File: src/hdl/shlcg_pkg.sv
// shared constants and arithmetic helpers for the shuffled lehmer generator
package shlcg_pkg;

  localparam int VALUE_W = 31;
  localparam int MULT_W = 15;
  localparam int PROD_W = VALUE_W + MULT_W;

  localparam int DEPTH_DEFAULT = 32;
  localparam int WARM_EXTRA = 8;

  localparam logic [MULT_W-1:0] LCG_MULT = 15'd16807;
  localparam logic [VALUE_W-1:0] LCG_MOD = 31'h7FFF_FFFF;
  localparam logic [VALUE_W-1:0] SAMPLE_MAX = 31'd2147483389;
  localparam logic [VALUE_W-1:0] SEED_RESET = 31'd1;

  // reduce a product of a value and the multiplier modulo 2^31-1
  function automatic logic [VALUE_W-1:0] lcg_fold(input logic [PROD_W-1:0] prod);
    logic [VALUE_W:0] sum;
    sum = {1'b0, prod[VALUE_W-1:0]} + {{(VALUE_W + 1 - MULT_W){1'b0}}, prod[PROD_W-1:VALUE_W]};
    if (sum >= {1'b0, LCG_MOD}) begin
      sum = sum - {1'b0, LCG_MOD};
    end
    return sum[VALUE_W-1:0];
  endfunction

  // zero and the modulus itself both load as one
  function automatic logic [VALUE_W-1:0] seed_fix(input logic [VALUE_W-1:0] seed);
    logic [VALUE_W-1:0] x;
    x = seed;
    if (x == '0 || x == LCG_MOD) begin
      x = 31'd1;
    end
    return x;
  endfunction

  // clamp a drawn entry to the largest sample
  function automatic logic [VALUE_W-1:0] sample_clamp(input logic [VALUE_W-1:0] v);
    return (v > SAMPLE_MAX) ? SAMPLE_MAX : v;
  endfunction

endpackage

File: src/hdl/shlcg_table_ram.sv
// shuffle table memory, one write port and one registered read port
module shlcg_table_ram
  import shlcg_pkg::*;
#(
  parameter int DEPTH = DEPTH_DEFAULT
) (
  input  logic                     clk,
  input  logic                     we,
  input  logic [$clog2(DEPTH)-1:0] waddr,
  input  logic [VALUE_W-1:0]       wdata,
  input  logic                     re,
  input  logic [$clog2(DEPTH)-1:0] raddr,
  output logic [VALUE_W-1:0]       rdata
);

  logic [VALUE_W-1:0] mem [DEPTH];

  always_ff @(posedge clk) begin
    if (we) begin
      mem[waddr] <= wdata;
    end
  end

  always_ff @(posedge clk) begin
    if (re) begin
      rdata <= mem[raddr];
    end
  end

endmodule

File: src/hdl/shlcg_lcg_step.sv
// lehmer step: registered product, then fold modulo 2^31-1
module shlcg_lcg_step
  import shlcg_pkg::*;
(
  input  logic               clk,
  input  logic               load,
  input  logic [VALUE_W-1:0] x,
  output logic [VALUE_W-1:0] y
);

  logic [PROD_W-1:0] prod;

  always_ff @(posedge clk) begin
    if (load) begin
      prod <= PROD_W'(x) * PROD_W'(LCG_MULT);
    end
  end

  assign y = lcg_fold(prod);

endmodule

File: src/hdl/shlcg_slot_calc.sv
// table index from the held value: reciprocal estimate, then one correction
module shlcg_slot_calc
  import shlcg_pkg::*;
#(
  parameter int DEPTH = DEPTH_DEFAULT
) (
  input  logic                     clk,
  input  logic                     load,
  input  logic [VALUE_W-1:0]       value,
  input  logic [VALUE_W-1:0]       held,
  output logic [$clog2(DEPTH)-1:0] slot
);

  localparam int IW = $clog2(DEPTH);
  localparam int EW = $clog2(DEPTH + 1);
  localparam int SCALE_SH = 40;
  localparam longint SLOT_DIV_L = 1 + (longint'(LCG_MOD) - 1) / DEPTH;
  localparam longint RECIP_L = (longint'(1) <<< SCALE_SH) / SLOT_DIV_L;
  localparam int RW = $clog2(RECIP_L + 1);
  localparam int PW = VALUE_W + RW;
  localparam int TW = VALUE_W + EW + 1;
  localparam logic [RW-1:0] RECIP = RW'(RECIP_L);
  localparam logic [TW-1:0] SLOT_DIV = TW'(SLOT_DIV_L);
  localparam logic [EW:0] SLOT_LAST = (EW + 1)'(DEPTH - 1);

  logic [EW-1:0] est;
  logic [PW-1:0] prod;
  logic [TW-1:0] thresh;
  logic [EW:0]   fixed;

  assign prod = PW'(value) * PW'(RECIP);

  // estimate is the true quotient or one below it
  always_ff @(posedge clk) begin
    if (load) begin
      est <= EW'(prod >> SCALE_SH);
    end
  end

  always_comb begin
    thresh = (TW'(est) + TW'(1)) * SLOT_DIV;
    fixed = {1'b0, est};
    if (TW'(held) >= thresh) begin
      fixed = fixed + (EW + 1)'(1);
    end
    if (fixed > SLOT_LAST) begin
      fixed = SLOT_LAST;
    end
    slot = fixed[IW-1:0];
  end

endmodule

File: src/hdl/shuffled_lehmer_random_generator.sv
// top level: lehmer generator behind a bays-durham shuffle table in memory
// a plain draw runs from input transfer to result as a memory read of the
// chosen entry, then write-back of the new generator value in its place
// write-back waits on an untaken result; a new request is taken only after it
// a warm-up (reseed, or first request after reset) runs first and refills the table
// rst is synchronous: seed returns to 1, the held value clears so the next
// request warms up; the table is not cleared and needs no clearing pass
module shuffled_lehmer_random_generator
  import shlcg_pkg::*;
#(
  parameter int TABLE_DEPTH = DEPTH_DEFAULT
) (
  input  logic               clk,
  input  logic               rst,
  input  logic               cfg_write,
  input  logic [VALUE_W-1:0] cfg_data,
  input  logic               in_valid,
  output logic               in_ready,
  input  logic               reseed,
  output logic               out_valid,
  input  logic               out_ready,
  output logic [VALUE_W-1:0] sample
);

  localparam int IW = $clog2(TABLE_DEPTH);
  localparam int CW = $clog2(TABLE_DEPTH + WARM_EXTRA);
  localparam logic [CW-1:0] WARM_FIRST = CW'(TABLE_DEPTH + WARM_EXTRA - 1);
  localparam logic [CW-1:0] DEPTH_CNT = CW'(TABLE_DEPTH);

  localparam logic [2:0] ST_IDLE      = 3'd0;
  localparam logic [2:0] ST_WRITE     = 3'd1;
  localparam logic [2:0] ST_WARM_MUL  = 3'd2;
  localparam logic [2:0] ST_WARM_FOLD = 3'd3;
  localparam logic [2:0] ST_WARM_SLOT = 3'd4;
  localparam logic [2:0] ST_DRAW_RD   = 3'd5;

  logic [2:0]         state;
  logic [CW-1:0]      cnt;
  logic [VALUE_W-1:0] seed;
  logic [VALUE_W-1:0] gen;
  logic [VALUE_W-1:0] held;
  logic [IW-1:0]      rd_slot;

  logic               in_xfer;
  logic               need_warm;
  logic               issue_read;
  logic               advance;
  logic               warm_write;
  logic               lcg_load;
  logic [VALUE_W-1:0] lcg_y;
  logic [IW-1:0]      slot;
  logic               slot_load;
  logic [VALUE_W-1:0] slot_value;
  logic               ram_we;
  logic [IW-1:0]      ram_waddr;
  logic [VALUE_W-1:0] rdata;

  assign in_ready = (state == ST_IDLE);
  assign in_xfer = in_valid && in_ready;
  // a held value of zero only exists after reset, before the next warm-up
  assign need_warm = reseed || (held == '0);

  // table read of the entry picked by the held value
  assign issue_read = (in_xfer && !need_warm) || (state == ST_DRAW_RD);
  // write-back waits while the output register still holds an untaken result
  assign advance = (state == ST_WRITE) && (!out_valid || out_ready);
  assign warm_write = (state == ST_WARM_FOLD) && (cnt < DEPTH_CNT);

  assign lcg_load = issue_read || (state == ST_WARM_MUL);

  // index estimate comes from the read data on a draw, from held after warm-up
  assign slot_load = advance || (state == ST_WARM_SLOT);
  assign slot_value = (state == ST_WRITE) ? rdata : held;

  assign ram_we = warm_write || advance;
  assign ram_waddr = (state == ST_WARM_FOLD) ? cnt[IW-1:0] : rd_slot;

  shlcg_lcg_step u_lcg (
    .clk  (clk),
    .load (lcg_load),
    .x    (gen),
    .y    (lcg_y)
  );

  shlcg_slot_calc #(
    .DEPTH (TABLE_DEPTH)
  ) u_slot (
    .clk   (clk),
    .load  (slot_load),
    .value (slot_value),
    .held  (held),
    .slot  (slot)
  );

  shlcg_table_ram #(
    .DEPTH (TABLE_DEPTH)
  ) u_ram (
    .clk   (clk),
    .we    (ram_we),
    .waddr (ram_waddr),
    .wdata (lcg_y),
    .re    (issue_read),
    .raddr (slot),
    .rdata (rdata)
  );

  // seed register
  always_ff @(posedge clk) begin
    if (rst) begin
      seed <= SEED_RESET;
    end else if (cfg_write) begin
      seed <= cfg_data;
    end
  end

  // sequencer
  always_ff @(posedge clk) begin
    if (rst) begin
      state <= ST_IDLE;
      held <= '0;
      gen <= '0;
      out_valid <= 1'b0;
    end else begin
      // a taken result clears unless a new one lands in the same cycle
      if (out_valid && out_ready && !advance) begin
        out_valid <= 1'b0;
      end
      case (state)
        ST_IDLE: begin
          if (in_xfer) begin
            if (need_warm) begin
              gen <= seed_fix(seed);
              cnt <= WARM_FIRST;
              state <= ST_WARM_MUL;
            end else begin
              rd_slot <= slot;
              state <= ST_WRITE;
            end
          end
        end
        ST_DRAW_RD: begin
          rd_slot <= slot;
          state <= ST_WRITE;
        end
        ST_WRITE: begin
          if (advance) begin
            // the entry read becomes the result and the new held value
            held <= rdata;
            gen <= lcg_y;
            sample <= sample_clamp(rdata);
            out_valid <= 1'b1;
            state <= ST_IDLE;
          end
        end
        ST_WARM_MUL: begin
          state <= ST_WARM_FOLD;
        end
        ST_WARM_FOLD: begin
          // table fills from the top entry down, entry 0 last
          gen <= lcg_y;
          if (cnt == '0) begin
            held <= lcg_y;
            state <= ST_WARM_SLOT;
          end else begin
            cnt <= cnt - CW'(1);
            state <= ST_WARM_MUL;
          end
        end
        ST_WARM_SLOT: begin
          state <= ST_DRAW_RD;
        end
        default: begin
          state <= ST_IDLE;
        end
      endcase
    end
  end

endmodule

File: config.mk
export PLATFORM = sky130hd
export DESIGN_NAME = shuffled_lehmer_random_generator
export DESIGN_NICKNAME = d
export VERILOG_FILES = /design/src/hdl/shlcg_pkg.sv /design/src/hdl/shlcg_table_ram.sv /design/src/hdl/shlcg_lcg_step.sv /design/src/hdl/shlcg_slot_calc.sv /design/src/hdl/shuffled_lehmer_random_generator.sv
export SDC_FILE = /design/constraint.sdc
export NUM_CORES = 2
export LEC_CHECK = 0
export ABC_AREA = 1
export BUFFER_PORTS_ARGS = -buffer_cell sky130_fd_sc_hd__buf_2
export CORE_MARGIN = 2
export CORE_UTILIZATION = 60
export DETAILED_ROUTE_END_ITERATION = 12
export GPL_TIMING_DRIVEN = 1
export HOLD_SLACK_MARGIN = 0.12
export PLACE_DENSITY_LB_ADDON = 0.12
export SYNTH_ARGS = -nofsm -noshare
export SYNTH_HDL_FRONTEND = slang
export SYNTH_SLANG_ARGS = --single-unit
File: constraint.sdc
create_clock -name clk -period 9.3 [get_ports clk]
set_input_delay 0.93 -clock clk [delete_from_list [all_inputs] [get_ports clk]]
set_output_delay 0.93 -clock clk [all_outputs]
set_load 0.02 [all_outputs]
==> impl_metrics.yaml <==
worst_setup_path:
  worstReg2RegEnd: "u_lcg.prod[44]"
  path_class: "reg2reg"
  critPathSlowestCell: "fa_1"
  cpMostUsedCell: "inv_1"
  max_stage_delay_ns: 0.57
  worstPathMaxFanout: 6
  arrival_ns: 6.63
  crit_path_end_kind: "flop"
  cp.required_ns: 9.72
  r2r_slack_ns: 3.10
  critPathBufInv: 8
  reg2reg_depth: 26
  crit_family: "adder cells"
  rr_startpoint: "gen[17]"
  setup.worst_path.start_class: "flop"
floorplan:
  io_pins: 70
  die_area_um2: 104000
  rows: 116
  core_um2: 100000
  initial_core_util: 0.606
  die_w_um: 322
  fp.dieH_um: 322
synthesis:
  synth_compound_area_frac: 0.0801
  syn-cell-area_um2: 60700
  synth_xor_area_frac: 0.00837
  synth_fa_ha_area_frac: 0.0875
  yosysTopAreaCell: "edfxtp_1"
  synth_edf_count: 1116
  synth_nets: 6199
  async_reset_ff_frac: 0
  postSynthCellCount: 5818
  yosys.cell_types.count: 53
  synth_top_family_by_area: "simple AND/OR/NAND/NOR gates"
  yosys_warnings: 0
  synth_mux_area_frac: 0
  syn_avg_cell_area_um2: 10.4
  synthSimpleGateAreaFrac: 0.154
  synth_most_common_cell: "nand2_1"
  synth.ff_latch_count: 1213
  ys.flop_type: "edfxtp_1"
  synth_top_cells_by_count: "nand2_1, edfxtp_1, inv_1"
  synth_area_leaders: "edfxtp_1, nand2_1, inv_1, o211ai_1, nand3_1"
  synth_top_area_frac: 0.552
  synth_seq_area_share: 0.584
finish:
  drive_gt1_frac: 0.0746
  final_net_count: 6197
  syn_to_final_growth_pct: 8.89
  fill_cells: 7915
placement:
  port_buffers: 69
  dp_hpwl_mm: 107
  gp_congestion: 0.932
min_path:
  hp-start: "cfg_data[7]"
  min_path_type: "in2reg"
  min_to: "seed[7]"
  hold_depth: 3
status:
  outcome: "completed"
route:
  dr_total_vias: 42443
  ant_nets: 0
  dr.pass1.iters: 8
  viasPerCell: 5.88
  wl_per_cell_um: 23.6
  initialDrtViolationCount: 4524
  routed_wl_mm: 170
  drc_errors: 0
global_route:
  grt_overflow_total: 0
  antenna_found_initial: 9
  grt_usage: 0.331
  grt_pass1_wl_mm: 253
  grt_pass1_vias: 40348
  grt_max_degree: 205
clock_network:
  clockBufferDepth: 3
  cts_tree: "yes"
  clock_insertion_delay_worst_skew_ns: 0.73
  ctsHoldBuffers: 0
  cts_setup_buffers: 0
  clock-sinks: 1213
  cts_buffers: 120
  clkTransAtPathRegs_ns: 0.06
  cts_resized: 0
  root_buffer: "clkbuf_16"
  htreeDepth: 3
sta:
  tightest_slew_ns: 1.22
  fmax_mhz: 161
  finalCritPeriodShare: 0.667
  rsz0062_at_grt: "no"
  setup_viol: 0
  tns_ns: 0
  slew_violations: 0
  post-route-min-period_ns: 6.20
  hold_viol: 0
  relSlewSlack: 0.188
  finClkSkew_ns: 0.0507
run:
  maxCapViolations: 0
==> how the worst max path moves through the flow <==
| stage | start | endpoint | slack [ns] | cells past startpoint |
|---|---|---|---|---|
| floorplan | gen[13] | u_lcg.prod[44] | 3.91 | 26 |
| global placement | gen[17] | u_lcg.prod[44] | 3.23 | 26 |
| detailed placement | gen[18] | u_lcg.prod[44] | 3.19 | 26 |
| CTS | gen[17] | u_lcg.prod[44] | 3.13 | 26 |
| global route | gen[19] | u_lcg.prod[44] | 2.68 | 26 |
| finish | gen[17] | u_lcg.prod[44] | 3.10 | 26 |
==> metal layers <==
layer  wire length [um]  global-route usage
met5                 25                   0
met4               6160               0.116
met3              14500              0.0468
met2              77900               0.524
met1              71500               0.473
==> area by class of cell <==
| type | instances | area [um2] | share of cell area |
|---|---|---|---|
| antenna | 3 | 7.51 | 0.000114 |
| clock buffer | 152 | 3120 | 0.0473 |
| clock inverter | 69 | 758 | 0.0115 |
| inverter | 986 | 3710 | 0.0562 |
| multi-input combinational | 3339 | 20400 | 0.308 |
| sequential | 1213 | 35500 | 0.537 |
| tap | 1298 | 1620 | 0.0246 |
| timing repair buffer | 156 | 1040 | 0.0157 |
==> flip-flops by register name, summed over array words and instances, names as in the netlist <==
signal / cells
u_ram.mem: 992
u_lcg.prod: 46
gen: 31
held: 31
sample: 31
seed: 31
u_ram.rdata: 31
cnt: 6
rd_slot: 5
u_slot.est: 5
state: 3
out_valid: 1
==> stage by stage <==
stage          std cells  worst slack, ns  hold slack [ns]  area, um2  utilization
4_1_cts             7213             3.13            0.399      66100        0.660
6_report            7216             3.10            0.428      66100        0.660
2_1_floorplan       5818             3.91            0.445      60700            -
3_3_place_gp        6992             3.23            0.454      62200        0.621
3_5_place_dp        6992             3.19            0.457      62200        0.621
5_1_grt             7213             2.68            0.408      66100        0.660
==> cells by family (layout without fill, tap and decap cells) <==
group / Yosys count / after routing
compound gates: 758 / 758
xor+xnor: 58 / 58
fa+ha+maj: 344 / 344
buf+inv: 1266 / 1363
flops: 1213 / 1213
other cells: 0 / 3
simple gates: 2179 / 2179
==> worst reg2reg max path, stage by stage (launching register included) <==
cell and delay [ns]:
dfxtp_1 0.46, inv_1 0.17, fa_1 0.57, inv_1 0.04, ha_1 0.26, inv_1 0.05, fa_1 0.51, inv_1 0.05
fa_1 0.47, fa_1 0.57, inv_1 0.06, fa_1 0.53, inv_1 0.04, ha_1 0.38, a21oi_1 0.25, inv_1 0.07
a31oi_1 0.17, inv_1 0.06, nor2_1 0.11, nand2_1 0.06, a21oi_1 0.28, o21ai_0 0.19, nand2_1 0.14, nand2_1 0.12
nand4_1 0.10, nand2_1 0.06, xor2_1 0.14
==> cells in the final DEF, fill, tap and decap left out, drive strengths merged, types with 3 or more instances in the layout <==
cell type  count
nand2       1255
edfxtp      1116
inv          992
nand3        565
o211ai       381
ha           210
nor2         207
a21oi        202
buf          156
clkbuf       152
o21ai        141
fa           134
dfxtp         97
or2           69
clkinv        45
xor2          41
nand4         31
nor4          20
a31oi         18
xnor2         17
nor3          17
bufinv        13
nand3b         9
clkinvlp       5
a21o           4
o21a           4
diode          3
Power is not shown: default switching activity piles up to over one toggle a cycle in this logic, so the estimate is an artifact.
